### config.mk
export PLATFORM = sky130hd
export DESIGN_NAME = mod_prime_power
export DESIGN_NICKNAME = d
export VERILOG_FILES = /design/src/design/mpp_pkg.sv /design/src/design/mpp_mulmod.sv /design/src/design/mod_prime_power.sv
export VERILOG_INCLUDE_DIRS = /design/src /design/src/design
export SDC_FILE = /design/constraint.sdc
export NUM_CORES = 2
export LEC_CHECK = 0
export BUFFER_PORTS_ARGS = -buffer_cell sky130_fd_sc_hd__buf_2
export CELL_PAD_IN_SITES_DETAIL_PLACEMENT = 0
export CELL_PAD_IN_SITES_GLOBAL_PLACEMENT = 1
export CORE_MARGIN = 2
export CORE_UTILIZATION = 48
export DETAILED_ROUTE_END_ITERATION = 6
export PLACE_DENSITY_LB_ADDON = 0.1
export SYNTH_ARGS = -nofsm -noshare
export SYNTH_HDL_FRONTEND = slang
export SYNTH_HIERARCHICAL = 1
export SYNTH_SLANG_ARGS = --single-unit
### constraint.sdc
create_clock -name clk -period 8.45 [get_ports clk]
set_clock_uncertainty 0.2 [all_clocks]
set_input_delay 0 -clock clk [delete_from_list [all_inputs] [get_ports clk]]
set_output_delay 0 -clock clk [all_outputs]
set_load 0.01 [all_outputs]
### src/design/mod_prime_power_defines.svh
// Assertion macros shared by the modular power RTL.
`ifndef MOD_PRIME_POWER_DEFINES_SVH
`define MOD_PRIME_POWER_DEFINES_SVH

`ifndef NO_ASSERTIONS

// Check a property on every rising edge, ignored while reset is high.
`define MPP_ASSERT(name, prop) \
  name: assert property (@(posedge clk) disable iff (rst) prop) \
    else $error("mod_prime_power: assertion failed");

// Check a property on every rising edge, reset cycles included.
`define MPP_ASSERT_ALWAYS(name, prop) \
  name: assert property (@(posedge clk) prop) \
    else $error("mod_prime_power: assertion failed");

`else

`define MPP_ASSERT(name, prop)
`define MPP_ASSERT_ALWAYS(name, prop)

`endif

`endif

### src/design/mpp_pkg.sv
// Shared constants and types for the modular power block.
package mpp_pkg;

  // Field widths
  localparam int BASE_W  = 30;
  localparam int EXPO_W  = 32;
  localparam int POWER_W = 30;

  // Default number of exponent bits taking part
  localparam int EXP_BITS_DEF = 32;

  // Modulus and Barrett constants (k = 30, m = floor(2^60 / P))
  localparam logic [29:0] MOD_P     = 30'd1000000007;
  localparam logic [31:0] MOD_P_32  = 32'd1000000007;
  localparam logic [31:0] MOD_P2_32 = 32'd2000000014;
  localparam logic [31:0] MOD_P3_32 = 32'd3000000021;
  localparam logic [30:0] BARRETT_M = 31'd1152921496;

  // Destination of a multiplier result
  typedef enum logic {
    TAG_ACC,
    TAG_SQR
  } mm_tag_t;

  // Control word travelling with an operation through the multiplier
  typedef struct packed {
    logic    valid;
    mm_tag_t tag;
  } mm_ctl_t;

endpackage

### src/design/mpp_mulmod.sv
// Pipelined modular multiplier: five stages, Barrett reduction by the prime.
`include "mod_prime_power_defines.svh"

module mpp_mulmod (
  input  logic                        clk,
  input  logic                        rst,
  input  mpp_pkg::mm_ctl_t            op,
  input  logic [29:0]                 x,
  input  logic [29:0]                 y,
  output mpp_pkg::mm_ctl_t            rsp,
  output logic [29:0]                 result,
  output logic                        busy
);

  logic [4:0]          vld;
  mpp_pkg::mm_tag_t    tag [5];

  logic [59:0] prod;
  logic [61:0] est;
  logic [31:0] lo2;
  logic [31:0] qp;
  logic [31:0] lo3;
  logic [31:0] diff;
  logic [29:0] res;

  logic [59:0] prod_next;
  logic [61:0] est_next;
  logic [31:0] qp_next;
  logic [31:0] diff_next;
  logic [31:0] res_wide;

  // Stage arithmetic
  assign prod_next = x * y;
  assign est_next  = prod[59:29] * mpp_pkg::BARRETT_M;
  assign qp_next   = {1'b0, est[61:31]} * {2'b00, mpp_pkg::MOD_P};
  assign diff_next = lo3 - qp;

  // Final correction: estimate is short by at most two multiples
  always_comb begin
    if (diff >= mpp_pkg::MOD_P2_32) begin
      res_wide = diff - mpp_pkg::MOD_P2_32;
    end else if (diff >= mpp_pkg::MOD_P_32) begin
      res_wide = diff - mpp_pkg::MOD_P_32;
    end else begin
      res_wide = diff;
    end
  end

  // Advance valid bits
  always_ff @(posedge clk) begin
    if (rst) begin
      vld <= '0;
    end else begin
      vld <= {vld[3:0], op.valid};
    end
  end

  // Advance payload and tags
  always_ff @(posedge clk) begin
    tag[0] <= op.tag;
    tag[1] <= tag[0];
    tag[2] <= tag[1];
    tag[3] <= tag[2];
    tag[4] <= tag[3];
    prod   <= prod_next;
    est    <= est_next;
    lo2    <= prod[31:0];
    qp     <= qp_next;
    lo3    <= lo2;
    diff   <= diff_next;
    res    <= res_wide[29:0];
  end

  assign rsp.valid = vld[4];
  assign rsp.tag   = tag[4];
  assign result    = res;
  assign busy      = |vld;

  // Barrett estimate leaves less than three multiples before correction
  `MPP_ASSERT(a_barrett_bound, vld[3] |-> (diff < mpp_pkg::MOD_P3_32))

endmodule

### src/design/mod_prime_power.sv
// Top level of the modular power block: base to the exponent modulo 1000000007.
//
// Channels: an argument word (base, exponent) on arg_valid/arg_stall and a result
// word (power) on res_valid/res_stall. A word moves on a rising edge with valid
// high and stall low. The base is reduced modulo the prime on entry.
// Exponent bits are scanned from the low end (right-to-left square-and-multiply);
// each bit sends at most one accumulate multiply and one squaring through the
// shared five-stage modular multiplier and waits for both to drain.
// Each exponent bit up to and including the highest set bit passes through the
// CHECK, SQR and WAIT states before res_valid goes high; a zero exponent gives 1.
// The multiplier pipeline depth sets the per-bit cost: the accumulate multiply
// issues in CHECK, the squaring in SQR, and WAIT drains the five stages.
// One item is worked at a time: arg_stall is high from acceptance until the
// result enters the output register.
// The output register parts the two sides: a finished result waits there while
// res_stall is high, and the next argument word is already taken meanwhile; a
// second result waits inside until the register frees.
// Reset (rst, synchronous) returns the sequencer to idle and drops any result.
`include "mod_prime_power_defines.svh"

module mod_prime_power #(
  parameter int EXP_BITS = mpp_pkg::EXP_BITS_DEF
) (
  input  logic                         clk,
  input  logic                         rst,
  input  logic                         arg_valid,
  output logic                         arg_stall,
  input  logic [mpp_pkg::BASE_W-1:0]   base,
  input  logic [mpp_pkg::EXPO_W-1:0]   exponent,
  output logic                         res_valid,
  input  logic                         res_stall,
  output logic [mpp_pkg::POWER_W-1:0]  power
);

  typedef enum logic [3:0] {
    S_IDLE  = 4'b0001,
    S_CHECK = 4'b0010,
    S_SQR   = 4'b0100,
    S_WAIT  = 4'b1000
  } state_t;

  state_t                state;
  state_t                state_next;
  logic [29:0]           acc;
  logic [29:0]           bsq;
  logic [EXP_BITS-1:0]   expo;

  logic                  arg_take;
  logic                  out_free;
  logic                  expo_zero;
  logic [29:0]           base_red;

  mpp_pkg::mm_ctl_t      mm_op;
  mpp_pkg::mm_ctl_t      mm_rsp;
  logic [29:0]           mm_x;
  logic [29:0]           mm_result;
  logic                  mm_busy;

  assign arg_stall = (state != S_IDLE);
  assign arg_take  = arg_valid && !arg_stall;
  assign out_free  = !res_valid || !res_stall;
  assign expo_zero = (expo == '0);

  // Reduce the base once: it is below twice the prime
  assign base_red = (base >= mpp_pkg::MOD_P) ? (base - mpp_pkg::MOD_P) : base;

  // Issue accumulate multiply on a set bit, then square if bits remain
  always_comb begin
    mm_op.valid = ((state == S_CHECK) && !expo_zero && expo[0]) ||
                  ((state == S_SQR) && ((expo >> 1) != '0));
    mm_op.tag   = (state == S_SQR) ? mpp_pkg::TAG_SQR : mpp_pkg::TAG_ACC;
    mm_x        = (state == S_SQR) ? bsq : acc;
  end

  mpp_mulmod u_mulmod (
    .clk    (clk),
    .rst    (rst),
    .op     (mm_op),
    .x      (mm_x),
    .y      (bsq),
    .rsp    (mm_rsp),
    .result (mm_result),
    .busy   (mm_busy)
  );

  // Sequence one exponent bit at a time
  always_comb begin
    state_next = state;
    unique case (state)
      S_IDLE: begin
        if (arg_valid) begin
          state_next = S_CHECK;
        end
      end
      S_CHECK: begin
        if (!expo_zero) begin
          state_next = S_SQR;
        end else if (out_free) begin
          state_next = S_IDLE;
        end
      end
      S_SQR: begin
        state_next = S_WAIT;
      end
      S_WAIT: begin
        if (!mm_busy) begin
          state_next = S_CHECK;
        end
      end
      default: begin
        state_next = S_IDLE;
      end
    endcase
  end

  // Hold control state
  always_ff @(posedge clk) begin
    if (rst) begin
      state     <= S_IDLE;
      res_valid <= 1'b0;
    end else begin
      state <= state_next;
      if (state == S_CHECK && expo_zero && out_free) begin
        res_valid <= 1'b1;
      end else if (res_valid && !res_stall) begin
        res_valid <= 1'b0;
      end
    end
  end

  // Load operands, take multiplier results, shift the exponent, post the word
  always_ff @(posedge clk) begin
    if (arg_take) begin
      acc  <= 30'd1;
      bsq  <= base_red;
      expo <= EXP_BITS'(exponent);
    end else begin
      if (mm_rsp.valid) begin
        if (mm_rsp.tag == mpp_pkg::TAG_ACC) begin
          acc <= mm_result;
        end else begin
          bsq <= mm_result;
        end
      end
      if (state == S_WAIT && !mm_busy) begin
        expo <= expo >> 1;
      end
    end
    if (state == S_CHECK && expo_zero && out_free) begin
      power <= acc;
    end
  end

  `MPP_ASSERT(a_power_range, res_valid |-> (power < mpp_pkg::MOD_P))
  `MPP_ASSERT(a_start_clean, arg_take |=> ((state == S_CHECK) && (acc == 30'd1)))
  `MPP_ASSERT(a_rsp_in_wait, mm_rsp.valid |-> (state == S_WAIT))
  `MPP_ASSERT(a_check_drained, (state == S_CHECK) |-> !mm_busy)
  `MPP_ASSERT_ALWAYS(a_reset_idle, rst |=> ((state == S_IDLE) && !res_valid))

endmodule

==> tab_implementation.tex <==
\begin{tabular}{lr}
\hline
Metric & Value \\
\hline
\multicolumn{2}{l}{\textbf{Status}} \\
Result of the run & complete, but fails checks \\
Failing checks & setup timing \\
\multicolumn{2}{l}{\textbf{Setup path}} \\
Startpoint of the most critical setup path & state[1] \\
Startpoint of the most critical register-to-register path & state[1] \\
Critical path required time & 8.75 ns \\
Maximum fanout encountered on the critical timing path & 6 \\
Worst setup EP type & flip-flop \\
Critical Path Max Stage Delay & 0.58 ns \\
Flop-to-flop setup slack & -0.03 ns \\
Path depth of the worst reg2reg path & 30 \\
Critical path's most frequent cell & sky130\_fd\_sc\_hd\_\_fa\_1 \\
Kind of launch point of the worst setup path & flip-flop \\
Destination of the worst register-to-register timing path & u\_mulmod/prod[59] \\
Crit Path Class & flip-flop to flip-flop \\
Crit path max-delay cell type & sky130\_fd\_sc\_hd\_\_fa\_1 \\
Worst setup endpoint & u\_mulmod/prod[59] \\
Endpoint arrival time on the critical path & 8.78 ns \\
\multicolumn{2}{l}{\textbf{Floorplanning}} \\
Effective utilization at floorplan & 48.4\% \\
Placeable core region & 132,000 sq um \\
Horizontal extent of the die & 369 um \\
FP Rows & 133 \\
Die Ht & 369 um \\
I/O pins & 98 \\
Full die area & 136,000 sq um \\
\multicolumn{2}{l}{\textbf{Layout}} \\
Syn-to-layout area delta & 13.0\% \\
Finished Layout Cells & 8,768 \\
Post-layout nets & 9,061 \\
Share of post-route cells with drive strength above 1 & 10.1\% \\
Total area of multi-input combinational cells & 49,400 sq um \\
Register area & 8650 sq um \\
Fill count & 12,000 \\
\multicolumn{2}{l}{\textbf{Drt}} \\
Detailed-route vias per instance & 5.13 \\
Number of remaining DRC errors & 0 \\
Pre-Repair DR Iteration Count & 5 \\
Starting DRC count in detailed routing & 2,453 \\
Average detailed-routed wire length per instance & 20.2 um \\
Overall via count from detail\_route & 45,000 \\
Detail Route Antenna Nets & 0 \\
Total Routed Length & 177,000 um \\
\multicolumn{2}{l}{\textbf{Place}} \\
Detailed-placement wirelength estimate & 148,000 um \\
Setup slack after placement & -0.209 ns \\
Number of buffers inserted by port buffering & 97 \\
Post-Place Cells & 8,519 \\
Global placer's final weighted congestion & 0.905 \\
\multicolumn{2}{l}{\textbf{Synth}} \\
Cell area after synthesis & 63,800 sq um \\
Number of enable-type register cells in the synthesized netlist & 92 \\
Synth area leaders & sky130\_fd\_sc\_hd\_\_fa\_1 38\%, sky130\_fd\_sc\_hd\_\_ha\_1 16\%, sky130\_fd\_sc\_hd\_\_dfxtp\_1 9.2\% \\
Main flop type after synthesis & sky130\_fd\_sc\_hd\_\_dfxtp\_1 \\
Most numerous cell in the Yosys netlist & sky130\_fd\_sc\_hd\_\_inv\_1 \\
Sequential fraction of the synthesis area & 13.5\% \\
Top-area cell type share of the netlist area & 38.4\% \\
Post-Syn Area per Cell & 9.67 sq um \\
Cell type contributing the most total cell area after synthesis & sky130\_fd\_sc\_hd\_\_fa\_1 \\
Total nets after synthesis & 8,688 \\
Fraction of synthesis flops using an asynchronous set or reset pin & 0\% \\
Mapped Cells & 6,601 \\
Cell variety after synth & 92 \\
Register bit count reported by yosys & 386 \\
Commonest cells post-synth & 1,504 x sky130\_fd\_sc\_hd\_\_inv\_1, 1,224 x sky130\_fd\_sc\_hd\_\_fa\_1, 797 x sky130\_fd\_sc\_hd\_\_ha\_1 \\
Ys Warns & 6 \\
\multicolumn{2}{l}{\textbf{Timing}} \\
Transition time at the pin with the least slew margin & 1.13 ns \\
Time the final worst path needs with I/O delays and setup & 8.48 ns \\
Final setup viols & 2 \\
FMAX & 0.118 GHz \\
Final-report max-slew violation count & 0 \\
Setup repair after global routing missed its margin & yes \\
Final number of hold-violating endpoints & 0 \\
Relative max-transition margin & 24.3\% \\
Final setup slack of the worst path & -0.0289 ns \\
Accumulated negative setup slack & -0.0357 ns \\
Period Utilization, post-route & 100\% \\
\multicolumn{2}{l}{\textbf{Clocking}} \\
Clock Latency Late Sink & 0.63 ns \\
Clock-pin transition on the worst setup and hold timing paths & 0.08 ns \\
H-tree level count & 2 \\
Number of clock sinks & 386 \\
CTS tree & done \\
Inserted Clock Buffers & 46 \\
CTS max path bufs & 3 \\
Cell at the root of the clock tree & sky130\_fd\_sc\_hd\_\_clkbuf\_16 \\
\multicolumn{2}{l}{\textbf{GRT}} \\
Global-route layer with the greatest usage & met2 \\
Initial antenna violation count & 3 \\
GRT overflow & 0 \\
Met2 demand-to-capacity share in global routing & 45.2\% \\
Largest net degree at the start of global routing & 60 \\
Met1 track demand over resource in global routing & 37.5\% \\
Gr usage total & 26.9\% \\
GRT met3 Usage & 2.83\% \\
Global-route wire length before repair & 283,000 um \\
Number of global-route vias before repair & 49,200 \\
\multicolumn{2}{l}{\textbf{Hold path}} \\
Path type of the worst min-delay path & primary input to flip-flop \\
Hold wc startpoint & rst \\
\multicolumn{2}{l}{\textbf{Run}} \\
Max-cap check violation count & 0 \\
\multicolumn{2}{l}{\textbf{Power}} \\
Leakage & 37.3 nW \\
Pwr/cell area & 217 nW/um\^{}2 \\
VDD IR max & 535 uV \\
\hline
\end{tabular}
[metrics by stage]
stage / instance area (sq um) / hold slack (ns) / utilization [%] / power [W]
2_1_floorplan: 63800 / -0.131 / - / 0.0102
3_3_place_gp: 68100 / 0.0667 / 51.7 / 0.0135
3_5_place_dp: 68100 / 0.0679 / 51.7 / 0.0135
4_1_cts: 71400 / 0.00522 / 54.2 / 0.0158
5_1_grt: 72100 / 0.0334 / 54.7 / 0.0173
6_report: 72100 / 0.0270 / 54.7 / 0.0157
[routing by layer]
layer | part of all wire [%] | wire length, um
met1 | 45 | 79700
met2 | 48 | 84500
met3 | 4.4 | 7850
met4 | 2.7 | 4750
met5 | 0.0074 | 13
[cells in the final DEF (no fill, tap or decap), types with 17 or more instances in the layout]
cell,instances
sky130_fd_sc_hd__a21oi_1,183
sky130_fd_sc_hd__o21a_1,21
sky130_fd_sc_hd__and2_1,533
sky130_fd_sc_hd__mux2_4,31
sky130_fd_sc_hd__nor3_1,32
sky130_fd_sc_hd__a21o_1,65
sky130_fd_sc_hd__buf_2,97
sky130_fd_sc_hd__xor2_1,59
sky130_fd_sc_hd__nand3_1,45
sky130_fd_sc_hd__dlygate4sd3_1,137
sky130_fd_sc_hd__nand2b_1,22
sky130_fd_sc_hd__a31oi_1,21
sky130_fd_sc_hd__xnor2_1,157
sky130_fd_sc_hd__fa_1,1185
sky130_fd_sc_hd__inv_1,1496
sky130_fd_sc_hd__clkbuf_16,52
sky130_fd_sc_hd__edfxtp_1,92
sky130_fd_sc_hd__buf_4,292
sky130_fd_sc_hd__o21bai_1,21
sky130_fd_sc_hd__fa_2,39
sky130_fd_sc_hd__nor2b_1,23
sky130_fd_sc_hd__buf_6,18
sky130_fd_sc_hd__o21ai_0,100
sky130_fd_sc_hd__ha_1,780
sky130_fd_sc_hd__o21ai_1,31
sky130_fd_sc_hd__nand2_1,677
sky130_fd_sc_hd__nand4_1,24
sky130_fd_sc_hd__and3_1,21
sky130_fd_sc_hd__a211oi_1,17
sky130_fd_sc_hd__dfxtp_1,293
sky130_fd_sc_hd__nor2_1,127
[power by group]
part | leakage, nW | total [W] | internal, W | switching [W]
logic | 33.2 | 0.0106 | 0.00430 | 0.00632
registers | 3.32 | 0.00304 | 0.00251 | 0.000534
clock network | 0.756 | 0.00202 | 0.00113 | 0.000893
[registers in the layout, indices dropped and copies added (netlist names), 5 cells and up]
signal,cells
u_mulmod/lo2,32
u_mulmod/qp,32
acc,30
bsq,30
u_mulmod/lo3,32
u_mulmod/est,31
u_mulmod/prod,60
expo,32
power,30
u_mulmod/tag,5
u_mulmod/vld,5
u_mulmod/result,30
u_mulmod/diff,32
[layout make-up]
cell class              instances  area share, %
diodes                          2        0.00694
clock buffers                  55           1.76
inverters                    1504           7.82
flip-flops and latches        386           12.0
clock inverters                30          0.411
well taps                    1755           3.04
repair buffers                565           6.51
multi-input cells            4471           68.5
[logic make-up after synthesis]
| logic type | count (synthesis) | synth area share, % |
|---|---|---|
| adder cells (fa/ha/maj) | 2021 | 54.0 |
| buffers and inverters | 1751 | 10.3 |
| AND/OR/NAND/NOR | 1588 | 12.4 |
| AO/OA/AOI/OAI | 604 | 6.12 |
| flip-flops | 386 | 13.5 |
| XOR/XNOR | 217 | 2.98 |
| multiplexers | 34 | 0.592 |
[worst max-delay path, delay by kind of cell (launching register included)]
| kind | cells | cell delay (ns) |
|---|---|---|
| adders and majority gates | 9 | 4.26 |
| DFF | 1 | 0.31 |
| muxes | 2 | 0.58 |
| and+or+nand+nor | 3 | 0.49 |
| buffers and inverters | 8 | 0.83 |
| AOI/OAI and AO/OA | 8 | 1.67 |
[worst min-delay path by stage]
stage | end | slack, ns | cells after the start
5_1_grt | u_mulmod/vld[4] | 0.03 | 3
6_report | state[2] | 0.03 | 3
4_1_cts | u_mulmod/vld[4] | 0.005 | 3
3_5_place_dp | expo[9] | 0.07 | 3
3_3_place_gp | expo[26] | 0.07 | 3
2_1_floorplan | res_valid | -0.13 | 1
[timing repair]
action,in CTS,in global routing
cloned,5,7
buffers inserted,4,9
setup endpoints to repair,19,30
pin swaps,6,69
hold buffers,137,0
gates resized for setup,59,139
endpoints found under the hold margin,102,0
No activity file was read; power rests on OpenSTA's default activity.
